## src/rtl/core/u8u16_pkg.sv

```systemverilog
package u8u16_pkg;

  localparam int unsigned UnitW   = 16;
  localparam int unsigned PointW  = 21;
  localparam int unsigned MaxRes  = 4;
  localparam int unsigned CntW    = 3;

  localparam logic [1:0] ErrNone     = 2'd0;
  localparam logic [1:0] ErrBadLead  = 2'd1;
  localparam logic [1:0] ErrBadCont  = 2'd2;
  localparam logic [1:0] ErrHighLone = 2'd3;

  localparam logic [PointW-1:0] PointMax    = 21'h10FFFF;
  localparam logic [PointW-1:0] BmpLowMax   = 21'h00D7FF;
  localparam logic [PointW-1:0] BmpHighMin  = 21'h00E000;
  localparam logic [PointW-1:0] BmpMax      = 21'h00FFFF;
  localparam logic [PointW-1:0] SuppBase    = 21'h010000;
  localparam logic [UnitW-1:0]  SurrMask    = 16'hFC00;
  localparam logic [UnitW-1:0]  SurrHigh    = 16'hD800;
  localparam logic [UnitW-1:0]  SurrLow     = 16'hDC00;

  typedef struct packed {
    logic [1:0]        bytes_pending;
    logic [PointW-1:0] point_accum;
    logic              high_held;
    logic              halted;
  } state_t;

  typedef struct packed {
    logic [CntW-1:0]              cnt;
    logic [MaxRes-1:0][UnitW-1:0] units;
    logic [1:0]                   err;
  } res_t;

endpackage

```

## src/rtl/core/u8u16_step.sv

```systemverilog
module u8u16_step (
  input  logic                    direction_i,
  input  logic [15:0]             unit_i,
  input  logic                    first_i,
  input  u8u16_pkg::state_t       state_i,
  output u8u16_pkg::state_t       state_o,
  output u8u16_pkg::res_t         res_o
);
  import u8u16_pkg::*;

  function automatic res_t enc_utf16(input logic [PointW-1:0] p);
    res_t              r;
    logic [PointW-1:0] v;
    r = '0;
    v = p - SuppBase;
    if (p <= BmpLowMax || (p >= BmpHighMin && p <= BmpMax)) begin
      r.cnt      = CntW'(1);
      r.units[0] = p[UnitW-1:0];
    end else if (p >= SuppBase && p <= PointMax) begin
      r.cnt      = CntW'(2);
      r.units[0] = SurrHigh | {6'd0, v[19:10]};
      r.units[1] = SurrLow | {6'd0, v[9:0]};
    end
    return r;
  endfunction

  function automatic res_t enc_utf8(input logic [PointW-1:0] p);
    res_t r;
    r = '0;
    if (p <= 21'h7F) begin
      r.cnt      = CntW'(1);
      r.units[0] = {9'd0, p[6:0]};
    end else if (p <= 21'h7FF) begin
      r.cnt      = CntW'(2);
      r.units[0] = {8'd0, 3'b110, p[10:6]};
      r.units[1] = {8'd0, 2'b10, p[5:0]};
    end else if (p <= 21'hFFFF) begin
      r.cnt      = CntW'(3);
      r.units[0] = {8'd0, 4'b1110, p[15:12]};
      r.units[1] = {8'd0, 2'b10, p[11:6]};
      r.units[2] = {8'd0, 2'b10, p[5:0]};
    end else begin
      r.cnt      = CntW'(4);
      r.units[0] = {8'd0, 5'b11110, p[20:18]};
      r.units[1] = {8'd0, 2'b10, p[17:12]};
      r.units[2] = {8'd0, 2'b10, p[11:6]};
      r.units[3] = {8'd0, 2'b10, p[5:0]};
    end
    return r;
  endfunction

  state_t            s;
  res_t              r;
  logic [7:0]        b;
  logic [PointW-1:0] acc;
  logic              is_high;
  logic              is_low;
  logic              fail;
  logic [1:0]        fail_kind;

  always_comb begin
    s         = state_i;
    r         = '0;
    b         = unit_i[7:0];
    acc       = '0;
    fail      = 1'b0;
    fail_kind = ErrNone;
    is_high   = (unit_i & SurrMask) == SurrHigh;
    is_low    = (unit_i & SurrMask) == SurrLow;
    if (first_i) begin
      s = '0;
    end
    if (!s.halted) begin
      if (!direction_i) begin
        if (s.bytes_pending == 2'd0) begin
          if (!b[7]) begin
            r = enc_utf16({13'd0, b});
          end else if (b[7:5] == 3'b110) begin
            s.point_accum   = {16'd0, b[4:0]};
            s.bytes_pending = 2'd1;
          end else if (b[7:4] == 4'b1110) begin
            s.point_accum   = {17'd0, b[3:0]};
            s.bytes_pending = 2'd2;
          end else if (b[7:3] == 5'b11110) begin
            s.point_accum   = {18'd0, b[2:0]};
            s.bytes_pending = 2'd3;
          end else begin
            fail      = 1'b1;
            fail_kind = ErrBadLead;
          end
        end else if (b[7:6] != 2'b10) begin
          fail      = 1'b1;
          fail_kind = ErrBadCont;
        end else begin
          acc             = {s.point_accum[PointW-7:0], b[5:0]};
          s.bytes_pending = s.bytes_pending - 2'd1;
          if (s.bytes_pending == 2'd0) begin
            s.point_accum = '0;
            r             = enc_utf16(acc);
          end else begin
            s.point_accum = acc;
          end
        end
      end else begin
        if (s.high_held) begin
          if (!is_low) begin
            fail      = 1'b1;
            fail_kind = ErrHighLone;
          end else begin
            acc           = {1'b0, s.point_accum[9:0], unit_i[9:0]} + SuppBase;
            s.high_held   = 1'b0;
            s.point_accum = '0;
            r             = enc_utf8(acc);
          end
        end else if (is_high) begin
          s.high_held   = 1'b1;
          s.point_accum = {5'd0, unit_i};
        end else begin
          r = enc_utf8({5'd0, unit_i});
        end
      end
      if (fail) begin
        s        = '0;
        s.halted = 1'b1;
        r        = '0;
        r.cnt    = CntW'(1);
        r.err    = fail_kind;
      end
    end
    state_o = s;
    res_o   = r;
  end

endmodule

```

## src/rtl/core/utf8_utf16_transcoder_unit.sv

```systemverilog
// Path: an item's results reach the master side through the input register,
//   the step logic and the result buffer.
// Throughput: one input item per cycle while the receiver is ready and each
//   item gives at most one result; n results hold the buffer until drained.
// Reset: rst_ni asynchronous, active low; clears direction, decoder state
//   and all valid flags.
module utf8_utf16_transcoder_unit (
  input  logic        clk_i,
  input  logic        rst_ni,
  // configuration: direction register
  input  logic        cfg_we_i,
  input  logic        cfg_wdata_i,
  // input stream
  input  logic        s_axis_tvalid,
  output logic        s_axis_tready,
  input  logic [15:0] s_axis_tdata,   // [15:0] code_unit
  input  logic        s_axis_tuser,   // [0] first
  // output stream
  output logic        m_axis_tvalid,
  input  logic        m_axis_tready,
  output logic [15:0] m_axis_tdata,   // [15:0] out_unit
  output logic        m_axis_tlast,   // last_of_run
  output logic [1:0]  m_axis_tuser    // [1:0] error_kind
);
  import u8u16_pkg::*;

  // configuration and decoder state
  logic   dir_q;
  state_t st_q;
  state_t st_d;
  res_t   res;

  // input register
  logic             in_valid_q;
  logic [UnitW-1:0] in_unit_q;
  logic             in_first_q;

  // result buffer: up to four units drained one per transaction
  logic [CntW-1:0]              buf_cnt_q;
  logic [1:0]                   buf_idx_q;
  logic [MaxRes-1:0][UnitW-1:0] buf_units_q;
  logic [1:0]                   buf_err_q;

  logic buf_pop;
  logic buf_done;
  logic buf_free;
  logic in_adv;
  logic in_take;

  u8u16_step u_step (
    .direction_i (dir_q),
    .unit_i      (in_unit_q),
    .first_i     (in_first_q),
    .state_i     (st_q),
    .state_o     (st_d),
    .res_o       (res)
  );

  assign m_axis_tvalid = buf_cnt_q != '0;
  assign m_axis_tdata  = buf_units_q[buf_idx_q];
  assign m_axis_tlast  = ({1'b0, buf_idx_q} + CntW'(1)) == buf_cnt_q;
  assign m_axis_tuser  = buf_err_q;

  assign buf_pop  = m_axis_tvalid && m_axis_tready;
  assign buf_done = buf_pop && m_axis_tlast;
  assign buf_free = (buf_cnt_q == '0) || buf_done;

  // advance an item that makes no results regardless of the buffer
  assign in_adv        = in_valid_q && ((res.cnt == '0) || buf_free);
  assign s_axis_tready = !in_valid_q || in_adv;
  assign in_take       = s_axis_tvalid && s_axis_tready;

  always_ff @(posedge clk_i or negedge rst_ni) begin
    if (!rst_ni) begin
      in_valid_q <= 1'b0;
    end else if (in_take) begin
      in_valid_q <= 1'b1;
    end else if (in_adv) begin
      in_valid_q <= 1'b0;
    end
  end

  // hold the payload; no reset needed
  always_ff @(posedge clk_i) begin
    if (in_take) begin
      in_unit_q  <= s_axis_tdata;
      in_first_q <= s_axis_tuser;
    end
  end

  // direction write drops any partial sequence but keeps the halt flag
  always_ff @(posedge clk_i or negedge rst_ni) begin
    if (!rst_ni) begin
      dir_q <= 1'b0;
      st_q  <= '0;
    end else if (cfg_we_i) begin
      dir_q              <= cfg_wdata_i;
      st_q.bytes_pending <= '0;
      st_q.point_accum   <= '0;
      st_q.high_held     <= 1'b0;
    end else if (in_adv) begin
      st_q <= st_d;
    end
  end

  always_ff @(posedge clk_i or negedge rst_ni) begin
    if (!rst_ni) begin
      buf_cnt_q <= '0;
      buf_idx_q <= '0;
    end else if (in_adv && (res.cnt != '0)) begin
      buf_cnt_q <= res.cnt;
      buf_idx_q <= '0;
    end else if (buf_done) begin
      buf_cnt_q <= '0;
    end else if (buf_pop) begin
      buf_idx_q <= buf_idx_q + 2'd1;
    end
  end

  always_ff @(posedge clk_i) begin
    if (in_adv && (res.cnt != '0)) begin
      buf_units_q <= res.units;
      buf_err_q   <= res.err;
    end
  end

endmodule

```

## config.mk

```make
export PLATFORM = sky130hd
export DESIGN_NAME = utf8_utf16_transcoder_unit
export DESIGN_NICKNAME = d
export VERILOG_FILES = /design/src/rtl/core/u8u16_pkg.sv /design/src/rtl/core/u8u16_step.sv /design/src/rtl/core/utf8_utf16_transcoder_unit.sv
export SDC_FILE = /design/constraint.sdc
export NUM_CORES = 1
export LEC_CHECK = 0
export BUFFER_PORTS_ARGS = -buffer_cell sky130_fd_sc_hd__buf_4
export CORE_MARGIN = 10
export CORE_UTILIZATION = 55
export CTS_BUF_LIST = sky130_fd_sc_hd__clkbuf_8
export DETAILED_ROUTE_END_ITERATION = 7
export PLACE_DENSITY_LB_ADDON = 0.25
export SKIP_LAST_GASP = 1
export SLEW_MARGIN = 20
export SYNTH_ARGS = -nofsm -noshare
export SYNTH_HDL_FRONTEND = slang
export SYNTH_SLANG_ARGS = --single-unit
export TNS_END_PERCENT = 5
```

## constraint.sdc

```tcl
create_clock -name clk_i -period 9.75 [get_ports clk_i]
set_input_delay 0.975 -clock clk_i [delete_from_list [all_inputs] [get_ports clk_i]]
set_output_delay 0.975 -clock clk_i [all_outputs]
set_load 0.01 [all_outputs]
```

==> flow_metrics.py, run 1 <==
metrics = {
    "status": {
        "status": "finished clean",
    },
    "yosys": {
        "synth_warnings": 0,
        "synthArstFlopShare": 0.302,
        "synth.distinct_cells": 75,
        "synth_ff_type": "edfxtp_1",
        "synth.area.top_cells": "edfxtp_1 (31%), dfrtp_1 (11%), nor2_1 (4.7%)",
        "synth_seq_area_share": 0.425,
        "syn_avg_cell_area_um2": 9.19,
        "yosysTopAreaCellShare": 0.313,
        "ys_seq_elements": 86,
        "ys_top_cells_by_count": "nor2_1 (72), edfxtp_1 (60), nand2_1 (58)",
        "syn_area_um2": 5760,
        "synth_most_common_cell": "nor2_1",
        "syn_inst": 627,
        "synth-edff-count": 60,
        "syn_nets": 657,
        "yosys.area.top_type": "edfxtp_1",
    },
    "timing": {
        "hold_violations": 0,
        "setup_viol": 0,
        "period_minus_slack_ns": 5.71,
        "fmax_mhz": 175,
        "tightest_slew_ns": 1.07,
        "rsz0062_at_grt": "no",
        "post-route-period-util": 0.586,
        "relSlewSlack": 0.287,
        "skew_ns": 0.0277,
        "slew_violations": 0,
        "whs_ns": 0.490,
        "setup_tns_ns": 0,
        "postLayoutSetupSlackWorst_ns": 4.04,
    },
    "layout": {
        "n_antenna_cell": 0,
        "layoutNonFillerInstCount": 785,
        "fin_util": 0.616,
        "design_area_um2": 6330,
        "finish.net_count": 674,
        "syn_to_final_growth_pct": 9.79,
        "layout-drive-gt1-share": 0.145,
    },
    "global_routing": {
        "grt_max_degree": 44,
        "antenna_found_initial": 0,
        "grt_pass1_wl_um": 29100,
        "grt_usage": 0.251,
        "grt_pass1_vias": 5237,
        "grt.overflow.total": 0,
    },
    "worst_setup_path": {
        "rrSetupSlack_ns": 4.85,
        "cp_slowest_cell": "edfxtp_1",
        "r2r_cells": 9,
        "r2r-start": "in_first_q",
        "cpPeakStageDelay_ns": 0.99,
        "setup.worst_path.end_class": "primary output",
        "path_cells": "inv_1 > nand2_1 > ha_1 > inv_1 > or3_1 > nor4_1 > and2_1 > a211oi_2 > o211a_1 > or2_1 > a211oi_1 > inv_1 > buf_4",
        "cp_top_family": "simple AND/OR/NAND/NOR gates",
        "crit_fanout": 26,
        "cp.required_ns": 8.78,
        "path_buf_inv": 4,
        "arrival_ns": 4.74,
        "critPathKind": "reg -> out",
        "r2r-end": "buf_units_q[13]",
        "crit_path_frequent_cell": "inv_1",
        "cp-start-kind": "register",
    },
    "flow_run": {
        "maxCapViolCount": 0,
    },
    "floorplanning": {
        "start_util": 0.561,
        "fp-row-count": 37,
        "dieWidth_um": 122,
        "die_area_um2": 15000,
        "core_region_area_um2": 10300,
        "die_h_um": 122,
        "io_pins": 44,
    },
    "place": {
        "place_area_um2": 6140,
        "dp_hpwl_um": 13800,
        "portBuffers": 43,
        "post-place-ws_ns": 4.61,
        "dp_cells": 769,
        "gp_congestion": 1.05,
    },
    "clock_tree": {
        "ctsHoldBuffers": 0,
        "clock-sinks": 86,
        "cts_tree": "yes",
        "path_clk_slew_ns": 0.11,
        "cts.path.max_buffers": 2,
        "clk_latency_ns": 0.39,
        "cts_setup_buffers": 0,
        "clock-root-buffer": "clkbuf_8",
        "ctsResizeCount": 0,
        "cts_made_buffers": 9,
        "htree_levels": 3,
    },
    "pwr": {
        "peakVddDrop_uv": 216,
        "power_density_nw_per_um2": 250,
        "p_total_mw": 1.58,
        "leakage_nw": 2.32,
        "power.internal_uw": 913,
        "clockPowerShare": 0.157,
        "power.share.combinational": 0.430,
        "p_sw_frac": 0.423,
        "p_sw_uw": 670,
        "p_seq_frac": 0.412,
    },
    "routing": {
        "wl_met2_um": 8820,
        "ant_nets": 0,
        "wl_per_cell_um": 24.3,
        "drt_iter0_markers": 620,
        "firstDrtPassIters": 6,
        "via_count": 5400,
        "dr.max_layer_used": "met4",
        "met3WireLength_um": 1870,
        "vias_per_cell": 6.88,
        "drcViolationCount": 0,
        "drt-met1-wl_um": 7650,
        "routed_wl_um": 19100,
    },
    "worst_hold_path": {
        "hp-class": "in -> async",
    },
}
## cell type report
class	count	area, um2
multi-input combinational	482	3090
inverter	14	52.6
sequential	86	2450
timing repair buffer	51	383
fill	923	3950
clock buffer	9	124
clock inverter	7	60.1
tap	136	170
## power by group through the flow
stage / Sequential, mW / Clock, mW / Combinational [mW]
2_1_floorplan: 0.572 / 0 / 0.494
4_1_cts: 0.650 / 0.252 / 0.677
3_5_place_dp: 0.658 / 0 / 0.675
6_report: 0.653 / 0.249 / 0.681
3_3_place_gp: 0.651 / 0 / 0.663
5_1_grt: 0.665 / 0.264 / 0.738
## worst max path at each step
stage	start	endpoint	slack [ns]	cells past startpoint
global placement	in_first_q	s_axis_tready	4.68	13
detailed placement	in_first_q	s_axis_tready	4.61	13
CTS	in_first_q	s_axis_tready	4.16	13
global route	in_first_q	s_axis_tready	3.81	13
finish	in_first_q	s_axis_tready	4.04	13
floorplan	in_first_q	buf_units_q[0]	4.24	14
## cells in the final DEF, fill, tap and decap left out, types with 9 or more instances in the layout
cell and instances:
nor2_1 72, edfxtp_1 60, nand2_1 58, buf_4 51
a21oi_1 40, o21ai_0 32, dfrtp_1 26, a22oi_1 23
nand3_1 22, nor2b_1 18, a22o_1 18, inv_1 17
nor3_1 16, and2_1 13, o22ai_1 13, nand2b_1 9
clkbuf_8 9
## per-layer routing
metal  global-route usage  vias up
met4                0.126        0
met5                    0        -
met2                0.396      346
met1                0.322     2576
met3               0.0510       62
li1                     -     2416
## logic make-up after synthesis
| kind of cell | share of synthesized area |
|---|---|
| mux | 0.0397 |
| fa+ha+maj | 0.0152 |
| flops | 0.425 |
| xor+xnor | 0.0106 |
| simple gates | 0.230 |
| compound gates | 0.238 |
| buf+inv | 0.0410 |
## registers in the layout, indices dropped and copies added, names as in the netlist
name	flops
buf_units_q	41
dir_q	1
buf_cnt_q	3
m_axis_tuser	2
buf_idx_q	2
st_q	19
in_valid_q	1
in_unit_q	16
in_first_q	1
Note: power is estimated with default switching activity, not from simulation.
==> inputs of run 2 (changes only) <==
==> constraint.sdc (replaced) <==
create_clock -name clk_i -period 4.65 [get_ports clk_i]
set_input_delay 0.465 -clock clk_i [delete_from_list [all_inputs] [get_ports clk_i]]
set_output_delay 0.465 -clock clk_i [all_outputs]
set_load 0.01 [all_outputs]
==> run 2 against run 1 <==
Routed wire length grew 0.92%. Sequential power up 98%. Critical path depth up 1. Flip-flop and latch count unchanged. Combinational power is 130% higher. Die area unchanged. Utilization grew 1.9 points. Total power up 120%. Critical path type unchanged. Largest cell class unchanged.
==> flow_metrics.py, run 2 (synthesis gave the netlist of run 1 again) <==
metrics = {
    "timing": {
        "fmax_mhz": 232,
        "slew_violations": 0,
        "period_minus_slack_ns": 4.30,
        "setup_viol": 0,
        "relSlewSlack": 0.392,
        "setup_tns_ns": 0,
        "rsz0062_at_grt": "no",
        "skew_ns": 0.0184,
        "hold_violations": 0,
        "post-route-period-util": 0.925,
        "tightest_slew_ns": 0.910,
    },
    "pwr": {
        "p_sw_frac": 0.409,
        "p_total_mw": 3.53,
        "p_sw_mw": 1.44,
        "power_density_nw_per_um2": 540,
        "clockPowerShare": 0.189,
        "peakVddDrop_uv": 375,
        "power.internal_mw": 2.08,
        "power.share.combinational": 0.444,
        "p_seq_frac": 0.366,
        "leakage_nw": 2.41,
    },
    "floorplanning": {
        "die_area_um2": 15000,
        "start_util": 0.561,
        "die_h_um": 122,
        "io_pins": 44,
        "fp-row-count": 37,
        "core_region_area_um2": 10300,
        "dieWidth_um": 122,
    },
    "layout": {
        "multiInputGateArea_um2": 3090,
        "final_common_cell": "nor2_1",
        "reg.largest.list": "buf_units_q (41), st_q (19), in_unit_q (16)",
        "final_cell_mix": "nor2_1 (72), buf_4 (64), edfxtp_1 (60)",
        "n_antenna_cell": 0,
        "top_register": "buf_units_q",
        "syn_to_final_growth_pct": 13.2,
        "fin_util": 0.635,
        "layout-drive-gt1-share": 0.169,
        "largest_reg_flops": 41,
        "layoutNonFillerInstCount": 800,
        "design_area_um2": 6530,
        "register_area_um2": 2450,
        "fillers": 867,
        "finish.net_count": 689,
    },
    "worst_setup_path": {
        "cp-start-kind": "register",
        "r2r_cells": 14,
        "cp_slowest_cell": "edfxtp_1",
        "setup.worst_path.end_class": "primary output",
        "crit_fanout": 13,
        "cpPeakStageDelay_ns": 0.52,
        "cp.required_ns": 4.18,
        "arrival_ns": 3.84,
        "critPathKind": "reg -> out",
        "path_cells": "nor2b_1 > inv_1 > ha_1 > nor2_1 > and4_1 > o211ai_1 > buf_4 > and2_1 > nor3_1 > o211a_1 > or2_1 > a211oi_1 > inv_1 > buf_4",
    },
    "routing": {
        "routed_wl_um": 19200,
        "vias_per_cell": 6.92,
        "firstDrtPassIters": 5,
        "via_count": 5532,
        "ant_nets": 0,
        "drt_iter0_markers": 678,
        "drcViolationCount": 0,
        "wl_per_cell_um": 24.0,
    },
    "clock_tree": {
        "clk_latency_ns": 0.39,
        "clock-sinks": 86,
        "cts.path.max_buffers": 2,
        "cts_made_buffers": 9,
        "cts_tree": "yes",
        "path_clk_slew_ns": 0.10,
        "clock-root-buffer": "clkbuf_8",
        "htree_levels": 3,
    },
    "global_routing": {
        "grt_usage": 0.256,
        "grt_max_degree": 43,
        "grt_pass1_wl_um": 29600,
        "grt_pass1_vias": 5201,
        "grt.overflow.total": 0,
        "antenna_found_initial": 0,
    },
    "place": {
        "gp_congestion": 1.02,
        "portBuffers": 43,
        "dp_hpwl_um": 14100,
        "dp_cells": 779,
        "place_area_um2": 6230,
    },
    "worst_hold_path": {
        "hp-class": "in -> reg",
        "whs_path_depth": 1,
    },
    "status": {
        "status": "finished clean",
    },
    "flow_run": {
        "maxCapViolCount": 0,
    },
}
[run 2: changes by cell type in the layout (fill, tap and decap cells not counted), sizes merged]
cell / change
bufinv: +2
buf: +14
clkinv: -2
dlygate4sd3: +1
[run 2: area by class of cell]
class                      instances  area share
multi-input combinational        482       0.473
sequential                        86       0.376
timing repair buffer              66      0.0782
tap                              136      0.0261
clock inverter                     7      0.0196
clock buffer                       9      0.0190
inverter                          14     0.00805
[run 2: metrics by stage]
step / hold WS [ns] / setup slack, ns
3_5_place_dp: 0.399 / 0.754
5_1_grt: 0.240 / 0.113
3_3_place_gp: 0.390 / 0.875
4_1_cts: 0.248 / 0.347
6_report: 0.249 / 0.347
2_1_floorplan: 0.169 / 0.0352
[run 2: layer usage]
layer  track usage  wire length [um]  vias to the layer above
met3        0.0574              1830                       92
li1              -                 -                     2446
met5             0                 0                        -
met2         0.390              8810                      365
met1         0.336              7680                     2629
met4         0.132               912                        0
[run 2: power by group through the flow]
stage / sequential [mW] / clock [mW] / combinational, mW
after floorplan: 1.19 / 0 / 1.04
after global placement: 1.29 / 0 / 1.50
after detailed placement: 1.31 / 0 / 1.53
after CTS: 1.29 / 0.671 / 1.54
after global routing: 1.32 / 0.700 / 1.69
final: 1.29 / 0.668 / 1.57
[run 2: path summary, 6_finish.rpt]
kind,startpoint,endpoint,slack (ns)
setup / recovery,in_first_q,s_axis_tready,0.35
hold / removal,s_axis_tuser,in_first_q,0.25
setup reg to reg,in_first_q,in_unit_q[8],0.73
hold reg to reg,buf_cnt_q[0],buf_cnt_q[0],0.55
max in group asynchronous,rst_ni,buf_cnt_q[2],3.86
min in group asynchronous,rst_ni,st_q[23],0.51
[run 2: repair_timing]
item | 4_1_cts | 5_1_grt
buffers inserted | 0 | 4
setup endpoints to repair | 0 | 1
hold buffers | 1 | 0
hold endpoints to repair | 26 | 0
gates resized for setup | 0 | 1
[run 2: worst max-delay path, delay by kind of cell (launching register included)]
kind / cells / cell delay [ns]
simple gates: 6 / 1.27
fa+ha+maj: 1 / 0.33
compound gates: 3 / 0.71
flops: 1 / 0.52
buf+inv: 4 / 0.60
